===== config.mk =====
export PLATFORM = sky130hd
export DESIGN_NAME = contiguous_run_bitmap_allocator
export DESIGN_NICKNAME = d
export VERILOG_FILES = /design/src/design/cbra_pkg.sv /design/src/design/cbra_ctrl.sv /design/src/design/cbra_datapath.sv /design/src/design/contiguous_run_bitmap_allocator.sv
export SDC_FILE = /design/constraint.sdc
export NUM_CORES = 1
export LEC_CHECK = 0
export BUFFER_PORTS_ARGS = -buffer_cell sky130_fd_sc_hd__buf_2
export CAP_MARGIN = 25
export CORE_ASPECT_RATIO = 0.8
export CORE_MARGIN = 8
export CORE_UTILIZATION = 25
export DETAILED_ROUTE_END_ITERATION = 10
export GPL_TIMING_DRIVEN = 0
export PLACE_DENSITY = 0.38
export SLEW_MARGIN = 20
export SYNTH_ARGS = -nofsm -noshare
export SYNTH_HDL_FRONTEND = slang
export SYNTH_SLANG_ARGS = --single-unit

===== constraint.sdc =====
create_clock -name clk_i -period 7.95 [get_ports clk_i]
set_input_delay 0.795 -clock clk_i [delete_from_list [all_inputs] [get_ports clk_i]]
set_output_delay 0.795 -clock clk_i [all_outputs]
set_load 0.02 [all_outputs]

===== src/design/cbra_pkg.sv =====
// Shared types and constants for the contiguous run bitmap allocator.
// Used by the controller, the datapath, the top level and the port checker.
// No dependencies.
package cbra_pkg;

  // Field widths of the stream items and the capacity register.
  localparam int unsigned RUN_W       = 7;
  localparam int unsigned SLOT_W      = 6;
  localparam int unsigned CAP_W       = 7;
  localparam int unsigned HW_W        = 7;
  localparam int unsigned STAT_W      = 2;
  localparam int unsigned IN_TDATA_W  = 16;
  localparam int unsigned OUT_TDATA_W = 8;

  // Default slot count and capacity after reset.
  localparam int unsigned DEF_NUM_SLOTS = 64;
  localparam logic [CAP_W-1:0] CAP_RESET = 7'd64;

  // Input opcodes.
  localparam logic OP_ALLOC = 1'b0;
  localparam logic OP_FREE  = 1'b1;

  // Result status codes.
  localparam logic [STAT_W-1:0] ST_OK       = 2'd0;
  localparam logic [STAT_W-1:0] ST_CAPACITY = 2'd1;
  localparam logic [STAT_W-1:0] ST_BAD_FREE = 2'd2;

  // Outcome of one item, chosen by the controller and committed by the datapath.
  typedef enum logic [1:0] {
    RES_OK_ALLOC = 2'd0,
    RES_OK_FREE  = 2'd1,
    RES_ERR_CAP  = 2'd2,
    RES_ERR_FREE = 2'd3
  } res_e;

  // Commands from the controller to the datapath.
  typedef struct packed {
    logic load;
    logic start_at_mark;
    logic scan_step;
    logic check_step;
    logic fill_init;
    logic fill_step;
    logic clear_init;
    logic clear_step;
    logic push;
    res_e res;
  } cmd_t;

  // Status from the datapath to the controller.
  typedef struct packed {
    logic op_free;
    logic n_zero;
    logic fbm_zero;
    logic free_bad;
    logic scan_end;
    logic scan_hit;
    logic cur_bit;
    logic check_end;
    logic alloc_refuse;
    logic fill_end;
    logic out_free;
  } stat_t;

endpackage


===== src/design/cbra_ctrl.sv =====
// Sequencing state machine of the contiguous run bitmap allocator.
// Depends on cbra_pkg for the command, status and result types.
module cbra_ctrl (
  input  logic            clk_i,
  input  logic            rst_ni,
  input  logic            in_valid_i,
  output logic            in_ready_o,
  input  cbra_pkg::stat_t stat_i,
  output cbra_pkg::cmd_t  cmd_o
);
  import cbra_pkg::*;

  typedef enum logic [7:0] {
    S_IDLE   = 8'b0000_0001,
    S_START  = 8'b0000_0010,
    S_SCAN   = 8'b0000_0100,
    S_DECIDE = 8'b0000_1000,
    S_FILL   = 8'b0001_0000,
    S_CHECK  = 8'b0010_0000,
    S_CLEAR  = 8'b0100_0000,
    S_RESP   = 8'b1000_0000
  } state_e;

  state_e state_q, state_d;
  res_e   res_q, res_d;

  // Control registers.
  always_ff @(posedge clk_i or negedge rst_ni) begin
    if (!rst_ni) begin
      state_q <= S_IDLE;
      res_q   <= RES_OK_ALLOC;
    end else begin
      state_q <= state_d;
      res_q   <= res_d;
    end
  end

  assign in_ready_o = (state_q == S_IDLE);

  // Next state and command decode.
  always_comb begin
    state_d = state_q;
    res_d   = res_q;
    cmd_o   = '0;
    cmd_o.res = res_q;
    case (state_q)
      S_IDLE: begin
        if (in_valid_i) begin
          cmd_o.load = 1'b1;
          state_d    = S_START;
        end
      end
      S_START: begin
        if (stat_i.op_free) begin
          if (stat_i.n_zero || stat_i.free_bad) begin
            res_d   = RES_ERR_FREE;
            state_d = S_RESP;
          end else begin
            state_d = S_CHECK;
          end
        end else if (stat_i.n_zero) begin
          res_d   = RES_ERR_CAP;
          state_d = S_RESP;
        end else if (stat_i.fbm_zero) begin
          cmd_o.start_at_mark = 1'b1;
          state_d             = S_DECIDE;
        end else begin
          state_d = S_SCAN;
        end
      end
      // First-fit scan below the mark, one slot per cycle.
      S_SCAN: begin
        if (stat_i.scan_end) begin
          state_d = S_DECIDE;
        end else begin
          cmd_o.scan_step = 1'b1;
          if (stat_i.scan_hit) begin
            state_d = S_DECIDE;
          end
        end
      end
      S_DECIDE: begin
        if (stat_i.alloc_refuse) begin
          res_d   = RES_ERR_CAP;
          state_d = S_RESP;
        end else begin
          cmd_o.fill_init = 1'b1;
          state_d         = S_FILL;
        end
      end
      S_FILL: begin
        if (stat_i.fill_end) begin
          res_d   = RES_OK_ALLOC;
          state_d = S_RESP;
        end else begin
          cmd_o.fill_step = 1'b1;
        end
      end
      // Every slot of a freed run must be in use before any bit is cleared.
      S_CHECK: begin
        if (stat_i.check_end) begin
          cmd_o.clear_init = 1'b1;
          state_d          = S_CLEAR;
        end else if (!stat_i.cur_bit) begin
          res_d   = RES_ERR_FREE;
          state_d = S_RESP;
        end else begin
          cmd_o.check_step = 1'b1;
        end
      end
      S_CLEAR: begin
        if (stat_i.check_end) begin
          res_d   = RES_OK_FREE;
          state_d = S_RESP;
        end else begin
          cmd_o.clear_step = 1'b1;
        end
      end
      S_RESP: begin
        if (stat_i.out_free) begin
          cmd_o.push = 1'b1;
          state_d    = S_IDLE;
        end
      end
      default: begin
        state_d = S_IDLE;
      end
    endcase
  end

endmodule


===== src/design/cbra_datapath.sv =====
// Datapath of the contiguous run bitmap allocator: slot bitmap, mark, free count,
// capacity register, scan counters and the output register.
// Depends on cbra_pkg for widths, codes and the command and status structs.
module cbra_datapath #(
  parameter int unsigned NUM_SLOTS = cbra_pkg::DEF_NUM_SLOTS
) (
  input  logic                        clk_i,
  input  logic                        rst_ni,
  input  logic                        in_opcode_i,
  input  logic [cbra_pkg::RUN_W-1:0]  in_run_length_i,
  input  logic [cbra_pkg::SLOT_W-1:0] in_start_slot_i,
  input  logic                        cfg_we_i,
  input  logic [cbra_pkg::CAP_W-1:0]  cfg_data_i,
  input  cbra_pkg::cmd_t              cmd_i,
  output cbra_pkg::stat_t             stat_o,
  input  logic                        out_ready_i,
  output logic                        out_valid_o,
  output logic [cbra_pkg::SLOT_W-1:0] out_slot_o,
  output logic [cbra_pkg::STAT_W-1:0] out_status_o
);
  import cbra_pkg::*;

  localparam int unsigned IDX_W = (NUM_SLOTS > 1) ? $clog2(NUM_SLOTS) : 1;
  localparam int unsigned CNT_W = (IDX_W + 1 > RUN_W + 1) ? IDX_W + 1 : RUN_W + 1;
  localparam logic [CNT_W-1:0] NUM_SLOTS_C = CNT_W'(NUM_SLOTS);

  logic                 bitmap_q [NUM_SLOTS];
  logic                 rd_bit_q;
  logic                 op_q;
  logic [RUN_W-1:0]     n_q;
  logic [SLOT_W-1:0]    s_q;
  logic [CNT_W-1:0]     idx_q, run_q, start_q;
  logic [HW_W-1:0]      hw_q, fbm_q;
  logic [CAP_W-1:0]     cap_q;
  logic                 out_valid_q;
  logic [SLOT_W-1:0]    out_slot_q;
  logic [STAT_W-1:0]    out_status_q;

  logic [CNT_W-1:0] n_ext, hw_ext, cap_ext, lim, eff_cap, free_end, fill_end;
  logic [CNT_W-1:0] idx_d;
  logic [RUN_W-1:0] need;
  logic             cur_bit;

  // Limits and run ends.
  assign n_ext    = CNT_W'(n_q);
  assign hw_ext   = CNT_W'(hw_q);
  assign cap_ext  = CNT_W'(cap_q);
  assign lim      = (hw_ext < NUM_SLOTS_C) ? hw_ext : NUM_SLOTS_C;
  assign eff_cap  = (cap_ext < NUM_SLOTS_C) ? cap_ext : NUM_SLOTS_C;
  assign free_end = CNT_W'(s_q) + n_ext;
  assign fill_end = start_q + n_ext;
  assign need     = n_q - run_q[RUN_W-1:0];
  assign cur_bit  = (idx_q < NUM_SLOTS_C) ? rd_bit_q : 1'b1;

  // Status toward the controller.
  always_comb begin
    stat_o.op_free      = (op_q == OP_FREE);
    stat_o.n_zero       = (n_q == '0);
    stat_o.fbm_zero     = (fbm_q == '0);
    stat_o.free_bad     = (free_end > lim);
    stat_o.scan_end     = (idx_q >= lim);
    stat_o.scan_hit     = !cur_bit && ((run_q + CNT_W'(1)) == n_ext);
    stat_o.cur_bit      = cur_bit;
    stat_o.check_end    = (idx_q == free_end);
    stat_o.alloc_refuse = (need != '0) && (fill_end > eff_cap);
    stat_o.fill_end     = (idx_q == fill_end);
    stat_o.out_free     = !out_valid_q || out_ready_i;
  end

  // Slot index for the next cycle; the bitmap is read ahead at this index.
  always_comb begin
    idx_d = idx_q;
    if (cmd_i.load) begin
      idx_d = (in_opcode_i == OP_FREE) ? CNT_W'(in_start_slot_i) : '0;
    end else if (cmd_i.scan_step || cmd_i.check_step || cmd_i.fill_step ||
                 cmd_i.clear_step) begin
      idx_d = idx_q + CNT_W'(1);
    end else if (cmd_i.fill_init) begin
      idx_d = start_q;
    end else if (cmd_i.clear_init) begin
      idx_d = CNT_W'(s_q);
    end
  end

  // Slot bitmap memory, one bit written per cycle and read registered. Every slot
  // below the mark was written when the mark grew past it, and no slot at or above
  // the mark is ever read, so the memory needs no clearing after reset.
  always_ff @(posedge clk_i) begin
    if (cmd_i.fill_step) begin
      bitmap_q[idx_q[IDX_W-1:0]] <= 1'b1;
    end else if (cmd_i.clear_step) begin
      bitmap_q[idx_q[IDX_W-1:0]] <= 1'b0;
    end
    rd_bit_q <= bitmap_q[idx_d[IDX_W-1:0]];
  end

  // Latched item and scan counters.
  always_ff @(posedge clk_i) begin
    idx_q <= idx_d;
    if (cmd_i.load) begin
      op_q    <= in_opcode_i;
      n_q     <= in_run_length_i;
      s_q     <= in_start_slot_i;
      run_q   <= '0;
      start_q <= '0;
    end else if (cmd_i.start_at_mark) begin
      start_q <= hw_ext;
    end else if (cmd_i.scan_step) begin
      if (cur_bit) begin
        run_q   <= '0;
        start_q <= idx_q + CNT_W'(1);
      end else begin
        run_q <= run_q + CNT_W'(1);
      end
    end
  end

  // Mark, free count, capacity register and output valid.
  always_ff @(posedge clk_i or negedge rst_ni) begin
    if (!rst_ni) begin
      hw_q        <= '0;
      fbm_q       <= '0;
      cap_q       <= CAP_RESET;
      out_valid_q <= 1'b0;
    end else begin
      if (cfg_we_i) begin
        cap_q <= cfg_data_i;
      end
      if (cmd_i.push) begin
        out_valid_q <= 1'b1;
        case (cmd_i.res)
          RES_OK_ALLOC: begin
            fbm_q <= fbm_q - run_q[HW_W-1:0];
            hw_q  <= hw_q + HW_W'(need);
          end
          RES_OK_FREE: begin
            fbm_q <= fbm_q + HW_W'(n_q);
          end
          default: begin
          end
        endcase
      end else if (out_ready_i) begin
        out_valid_q <= 1'b0;
      end
    end
  end

  // Output payload.
  always_ff @(posedge clk_i) begin
    if (cmd_i.push) begin
      out_slot_q <= (cmd_i.res == RES_OK_ALLOC) ? start_q[SLOT_W-1:0] : '0;
      case (cmd_i.res)
        RES_OK_ALLOC, RES_OK_FREE: out_status_q <= ST_OK;
        RES_ERR_CAP:               out_status_q <= ST_CAPACITY;
        default:                   out_status_q <= ST_BAD_FREE;
      endcase
    end
  end

  assign out_valid_o  = out_valid_q;
  assign out_slot_o   = out_slot_q;
  assign out_status_o = out_status_q;

endmodule


===== src/design/contiguous_run_bitmap_allocator.sv =====
// Sequence: an allocate scans first fit over the slots below the high-water mark (the scan
// covers at most the slots below the mark), then fills the run slot by slot.
// A free runs a check pass, then a clear pass over the run.
// Throughput: one item at a time; the single bitmap port steps one slot per cycle.
// A new item may be taken while the previous result still waits in the output register.
// Reset: mark and free count clear at once, so no slot reads as claimed; capacity returns to 64.
module contiguous_run_bitmap_allocator #(
  parameter int unsigned NUM_SLOTS = cbra_pkg::DEF_NUM_SLOTS
) (
  input  logic                             clk_i,
  input  logic                             rst_ni,
  // Input items.
  input  logic                             s_axis_tvalid,
  output logic                             s_axis_tready,
  input  logic [cbra_pkg::IN_TDATA_W-1:0]  s_axis_tdata,  // run_length[6:0], start_slot[12:7]
  input  logic                             s_axis_tuser,  // opcode
  // Result items.
  output logic                             m_axis_tvalid,
  input  logic                             m_axis_tready,
  output logic [cbra_pkg::OUT_TDATA_W-1:0] m_axis_tdata,  // granted_slot[5:0]
  output logic [cbra_pkg::STAT_W-1:0]      m_axis_tuser,  // status[1:0]
  // Capacity register write.
  input  logic                             cfg_valid_i,
  output logic                             cfg_ready_o,
  input  logic [cbra_pkg::CAP_W-1:0]       cfg_data_i
);
  import cbra_pkg::*;

  cmd_t              cmd;
  stat_t             stat;
  logic [SLOT_W-1:0] out_slot;
  logic              in_ready;

  assign cfg_ready_o   = 1'b1;
  assign s_axis_tready = in_ready;

  cbra_ctrl u_ctrl (
    .clk_i      (clk_i),
    .rst_ni     (rst_ni),
    .in_valid_i (s_axis_tvalid),
    .in_ready_o (in_ready),
    .stat_i     (stat),
    .cmd_o      (cmd)
  );

  cbra_datapath #(
    .NUM_SLOTS (NUM_SLOTS)
  ) u_datapath (
    .clk_i           (clk_i),
    .rst_ni          (rst_ni),
    .in_opcode_i     (s_axis_tuser),
    .in_run_length_i (s_axis_tdata[RUN_W-1:0]),
    .in_start_slot_i (s_axis_tdata[RUN_W+SLOT_W-1:RUN_W]),
    .cfg_we_i        (cfg_valid_i & cfg_ready_o),
    .cfg_data_i      (cfg_data_i),
    .cmd_i           (cmd),
    .stat_o          (stat),
    .out_ready_i     (m_axis_tready),
    .out_valid_o     (m_axis_tvalid),
    .out_slot_o      (out_slot),
    .out_status_o    (m_axis_tuser)
  );

  assign m_axis_tdata = {{(OUT_TDATA_W - SLOT_W){1'b0}}, out_slot};

endmodule


Yosys cells after proc, flatten, opt, wreduce, memory -nomap -nowiden
Memory sizes are Yosys's and may differ from the RTL's. A register that Yosys moved wholly into a read port is not among the register bits.
Index checks and enable logic that the tools add are counted.
{"block": "classes", "addsub": 8, "magnitude_cmp": 6, "n_eq_ne": 24, "mux": 66, "bitwise": 2, "n_reduce_logical": 28}
{"op": "8-bit two-way mux", "count": 17}
{"op": "8-bit one-hot mux with 8 select lines", "count": 1}
{"op": "7-bit two-way mux", "count": 5}
{"op": "1-bit two-way mux", "count": 30}
{"op": "8-bit by 1-bit adder with 8-bit output, second input constant", "count": 2}
{"op": "8-bit equality test", "count": 2}
{"op": "8-bit > comparator", "count": 2}
{"op": "2-bit two-way mux", "count": 8}
{"op": "7-bit adder", "count": 2}
{"op": "7-bit zero test", "count": 2}
{"op": "7-bit < comparator, second input constant", "count": 2}
{"op": "2-bit inequality test, second input constant", "count": 7}
{"op": "7-bit one-hot mux with 2 select lines", "count": 1}
{"op": "7-bit subtractor", "count": 2}
{"op": "2-bit one-hot mux with 5 select lines", "count": 1}
{"op": "2-bit AND reduction", "count": 5}
{"op": "3-bit inequality test, second input constant", "count": 3}
{"op": "6-bit by 7-bit adder with 8-bit output", "count": 1}
{"op": "8-bit by 7-bit adder with 8-bit output", "count": 1}
{"op": "8-bit by 1-bit equality test with 1-bit output, second input constant", "count": 1}
{"op": "8-bit by 2-bit equality test with 1-bit output, second input constant", "count": 1}
{"op": "8-bit by 3-bit equality test with 1-bit output, second input constant", "count": 1}
{"op": "8-bit by 4-bit equality test with 1-bit output, second input constant", "count": 1}
{"op": "8-bit by 5-bit equality test with 1-bit output, second input constant", "count": 1}
{"op": "25 further kinds", "count": 35}
{"block": "word_totals", "register_bits": 78, "ramBits": 64, "mem_count": 1}
{"memory": "u_datapath.bitmap_q", "words": 64, "width": 1, "rd": 1, "rd_clocked_by_memory_dff": 1, "write_ports": 1, "line_no": "cbra_datapath.sv:27", "rtl": "logic bitmap_q [NUM_SLOTS];"}

Depth between registers and ports, before layout
{"block": "logic_depth", "word_depth": 10, "depth_mapped": 22}

By module
A second synthesis with hierarchy kept.
{"block": "unflattened", "hier_cells": 899, "hier_area_um2": 8869.8}
{"module": "cbra_datapath", "instances": 1, "cells_per_inst": 811, "area_per_inst_um2": 8072.7, "seq_area_each_um2": 3654.8}
{"module": "cbra_ctrl", "instances": 1, "cells_per_inst": 83, "area_per_inst_um2": 767.0, "seq_area_each_um2": 251.5}
{"module": "contiguous_run_bitmap_allocator", "instances": 1, "cells_per_inst": 5, "area_per_inst_um2": 30.0, "seq_area_each_um2": 0.0}

Least setup slack after synthesis
Ideal clock, no wire load.
{"block": "synth_timing", "path_type": "reg-to-reg", "start": "register u_datapath.n_q[2]", "end": "register u_datapath.rd_bit_q, read port of u_datapath.bitmap_q", "setup_ns": 0.061, "arrival_ns": 4.413, "required_ns": 7.889, "setup_slack_ns": 3.476, "stages_incl_launch_ff": 22, "path_buffers": 2, "cell_sequence": "edfxtp_1 ha_1 o21ai_0 nand2b_1 nand2b_1 a21oi_1 xnor2_1 ha_1 and4_1 nand4_1 o311ai_0 and3_1 a41oi_1 clkbuf_1 nand3_1 a21oi_2 nor2_1 buf_2 mux2i_1 a221o_1 o2111ai_1 and4_1"}
{"block": "synth_via", "elab_chain_len": 9}
{"item": "from (decl)", "line_no": "cbra_datapath.sv:30", "rtl": "logic [RUN_W-1:0] n_q;"}
{"item": "from (signal assigned)", "line_no": "cbra_datapath.sv:102", "rtl": "n_q <= in_run_length_i;"}
{"item": "parallel branches: the longest is 7 deep, another holds 8-bit by 7-bit adder with 8-bit output"}
{"item": "8-bit two-way mux *", "line_no": "cbra_datapath.sv:75", "rtl": "end else if (cmd_i.scan_step || cmd_i.check_step || cmd_i.fill_step ||"}
{"item": "8-bit two-way mux *", "line_no": "cbra_datapath.sv:73", "rtl": "if (cmd_i.load) begin"}
{"item": "to (decl)", "line_no": "cbra_datapath.sv:28", "rtl": "logic rd_bit_q;"}
Mark *: on every way between the ends. The select of a mux whose other input is x is not followed.
A chain may end at the register's enable or synchronous reset.

Final worst setup path
Same ends and word-level chain as after synthesis.

==> flow_metrics.env <==
export IMPL_endpoint_kind="flop"
export IMPL_die_y_um=187
export IMPL_sequentialPowerShare=0.289
export IMPL_cts_root_buf="clkbuf_16"
export IMPL_path_cells="ha_1, o21ai_0, nand2b_1, nand2b_1, a21oi_1, xnor2_1, ha_1, and4_1, nand4_1, o311ai_0, and3_1, a41oi_1, clkbuf_1, or2_1, a21o_1, clkbuf_1, clkbuf_1, a21oi_1, o21ai_0, nand4_1, o211ai_1, and4_1"
export IMPL_ys_async_sr_fraction=0.224
export IMPL_antenna_found_initial=0
export IMPL_p_int_mw=2.07
export IMPL_grt_usage=0.142
export IMPL_cts_htree_levels=4
export IMPL_initialDrtViolationCount=460
export IMPL_cts_setup_buffers=0
export IMPL_grt_ovfl_total=0
export IMPL_path_max_fanout=10
export IMPL_power_frac_comb=0.487
export IMPL_drv_cap=0
export IMPL_tns_ns=0
export IMPL_whs_endpoint="u_datapath.fbm_q[6]$_DFFE_PN0P_"
export IMPL_layout_common_cells="nor2_1 (117), edfxtp_1 (88), nand2_1 (55), ha_1 (55), a21oi_1 (46)"
export IMPL_insertion_delay_ns=0.44
export IMPL_finalInstanceArea_um2=10500
export IMPL_final_core_util=0.293
export IMPL_period_share=0.784
export IMPL_fp_coreArea_um2=35900
export IMPL_max_freq_mhz=160
export IMPL_fillers=3805
export IMPL_dp_cells=1448
export IMPL_synthCells=933
export IMPL_rows=62
export IMPL_setup_ws_ns=1.72
export IMPL_rsz0062_at_grt="no"
export IMPL_vias=7274
export IMPL_start_util=0.254
export IMPL_grt_max_degree=67
export IMPL_die_w_um=230
export IMPL_setup_viol=0
export IMPL_antenna_cells=0
export IMPL_worst_setup_path_start_kind="flop"
export IMPL_synth_edf_count=88
export IMPL_pwr_density_cell_nw_per_um2=352
export IMPL_synth_area_per_cell_um2=9.79
export IMPL_synth_warning_count=0
export IMPL_rr_worst_depth=22
export IMPL_drive_gt1_frac=0.123
export IMPL_io_pins=42
export IMPL_clock_sinks=143
export IMPL_pwr_share_clk=0.225
export IMPL_ctsHoldBuffers=0
export IMPL_first_pass_iters=5
export IMPL_holdCritStartpoint="u_datapath.fbm_q[6]$_DFFE_PN0P_"
export IMPL_post_drt_wl_per_cell_um=20.6
export IMPL_hold_class="flop to flop"
export IMPL_vdd_ir_drop_worst_mv=0.156
export IMPL_p_sw_frac=0.441
export IMPL_leakagePower_nw=4.20
export IMPL_dieArea_um2=42900
export IMPL_path_class="flop to flop"
export IMPL_routed_wl_um=30500
export IMPL_critPathMaxStageDelay_ns=0.69
export IMPL_top_usage_layer="met1"
export IMPL_grt_pass1_vias=7301
export IMPL_final_common_cell="nor2_1"
export IMPL_timing_rr_start="u_datapath.n_q[2]$_DFFE_PP_"
export IMPL_crit_path_top_delay_cell="edfxtp_1"
export IMPL_worst_slew_pin_slew_ns=1.11
export IMPL_cts_buffers=17
export IMPL_ys_flop_type="edfxtp_1"
export IMPL_dp_hpwl_um=22600
export IMPL_io_buffers=34
export IMPL_hold_violations=0
export IMPL_max_slew_margin_rel=0.257
export IMPL_dp_slack_ns=1.75
export IMPL_synth_seq_cells=143
export IMPL_syn_area_um2=9130
export IMPL_path_delay_family="compound AO/OA/AOI/OAI gates"
export IMPL_min_period_ns=6.23
export IMPL_yosysSeqAreaShare=0.428
export IMPL_met1_usage=0.227
export IMPL_placed_area_um2=9950
export IMPL_cp_buffers_inverters=3
export IMPL_reg2reg_slack_ns=1.72
export IMPL_timing_critical_path_mode_cell="clkbuf_1"
export IMPL_ant_nets=0
export IMPL_crit_required_ns=8.32
export IMPL_synthDistinctLibCells=75
export IMPL_switchingPower_mw=1.63
export IMPL_syn_to_final_growth_pct=15.3
export IMPL_hold_depth=1
export IMPL_cts_tree="built"
export IMPL_grt_pass1_wl_um=46500
export IMPL_clk_pin_slew_ns=0.07
export IMPL_cts_max_path_buffers=2
export IMPL_gp_routability_congestion=0.801
export IMPL_final_cells=1480
export IMPL_power_total_mw=3.70
export IMPL_r2r_end="u_datapath.rd_bit_q$_DFF_P_"
export IMPL_skew_ns=0.0141
export IMPL_use_met2=0.194
export IMPL_avgViaCountPerCell=4.91
export IMPL_status="completed"
export IMPL_nNetsFinal=1076
export IMPL_cts_resized=0
export IMPL_post_route_drc_count=0
export IMPL_slew_violations=0
export IMPL_worstPathArrival_ns=6.61
export IMPL_grtUsageMet3=0.0226
export IMPL_holdWs_ns=0.474
## synthesized netlist by cell type, drive strengths merged (17+ instances only)
cell type    n  area [um2]
a21o        18         135
a21oi       47         239
clkbuf      28         105
dfrtp       30         751
dfxtp       23         460
edfxtp      88        2640
ha          55         688
inv         28         105
mux2        26         293
mux2i       17         170
nand2       56         210
nand3       36         180
nor2       117         439
nor3        22         110
o21ai       53         265
xnor2       33         289
xor2        28         245
## power by group through the flow
stage,combinational [mW],sequential (mW),clock (mW)
floorplan,1.30,1.00,0
global placement,1.80,1.09,0
detailed placement,1.80,1.08,0
CTS,1.81,1.07,0.852
global route,2.02,1.08,0.873
finish,1.80,1.07,0.833
## layer usage
metal	vias to the layer above	wire, um	share of wire
met2	127	12000	0.40
li1	3541	-	-
met4	0	230	0.0075
met5	-	0	0
met3	12	1130	0.037
met1	3594	17100	0.56
## state kept, by name (all words and copies together), names as in the netlist, 6 cells and up
name / count
u_datapath.bitmap_q: 64
u_ctrl.state_q: 8
u_datapath.idx_q: 8
u_datapath.run_q: 8
u_datapath.start_q: 8
u_datapath.cap_q: 7
u_datapath.fbm_q: 7
u_datapath.hw_q: 7
u_datapath.n_q: 7
u_datapath.out_slot_o: 6
u_datapath.s_q: 6
## worst max path at each step
stage / startpoint / to / slack [ns] / cells after the start
final: u_datapath.n_q[2]$_DFFE_PP_ / u_datapath.rd_bit_q$_DFF_P_ / 1.72 / 22
after global routing: u_datapath.n_q[2]$_DFFE_PP_ / u_datapath.rd_bit_q$_DFF_P_ / 1.18 / 22
after CTS: u_datapath.n_q[2]$_DFFE_PP_ / u_datapath.rd_bit_q$_DFF_P_ / 1.69 / 22
after detailed placement: u_datapath.n_q[2]$_DFFE_PP_ / u_datapath.rd_bit_q$_DFF_P_ / 1.75 / 22
after global placement: u_datapath.n_q[2]$_DFFE_PP_ / u_datapath.rd_bit_q$_DFF_P_ / 1.65 / 22
after floorplan: u_datapath.n_q[2]$_DFFE_PP_ / u_datapath.rd_bit_q$_DFF_P_ / 3.48 / 21
## layout make-up
class,count,area [um2],share of cell area
multi-input combinational,721,4990,0.474
sequential,143,3910,0.371
tap,480,601,0.0570
clock buffer,18,429,0.0407
buffer,42,176,0.0167
timing repair buffer,34,170,0.0162
clock inverter,14,158,0.0150
inverter,28,105,0.00998
## kinds of logic after synthesis
| group | count (synthesis) | share of synthesized area |
|---|---|---|
| simple gates | 344 | 0.188 |
| compound gates | 208 | 0.152 |
| flops | 143 | 0.428 |
| buf+inv | 70 | 0.0307 |
| xor+xnor | 63 | 0.0637 |
| fa+ha+maj | 60 | 0.0863 |
| mux | 43 | 0.0507 |
| other cells | 2 | 0.000822 |
Note: power is estimated with default switching activity, not from simulation.
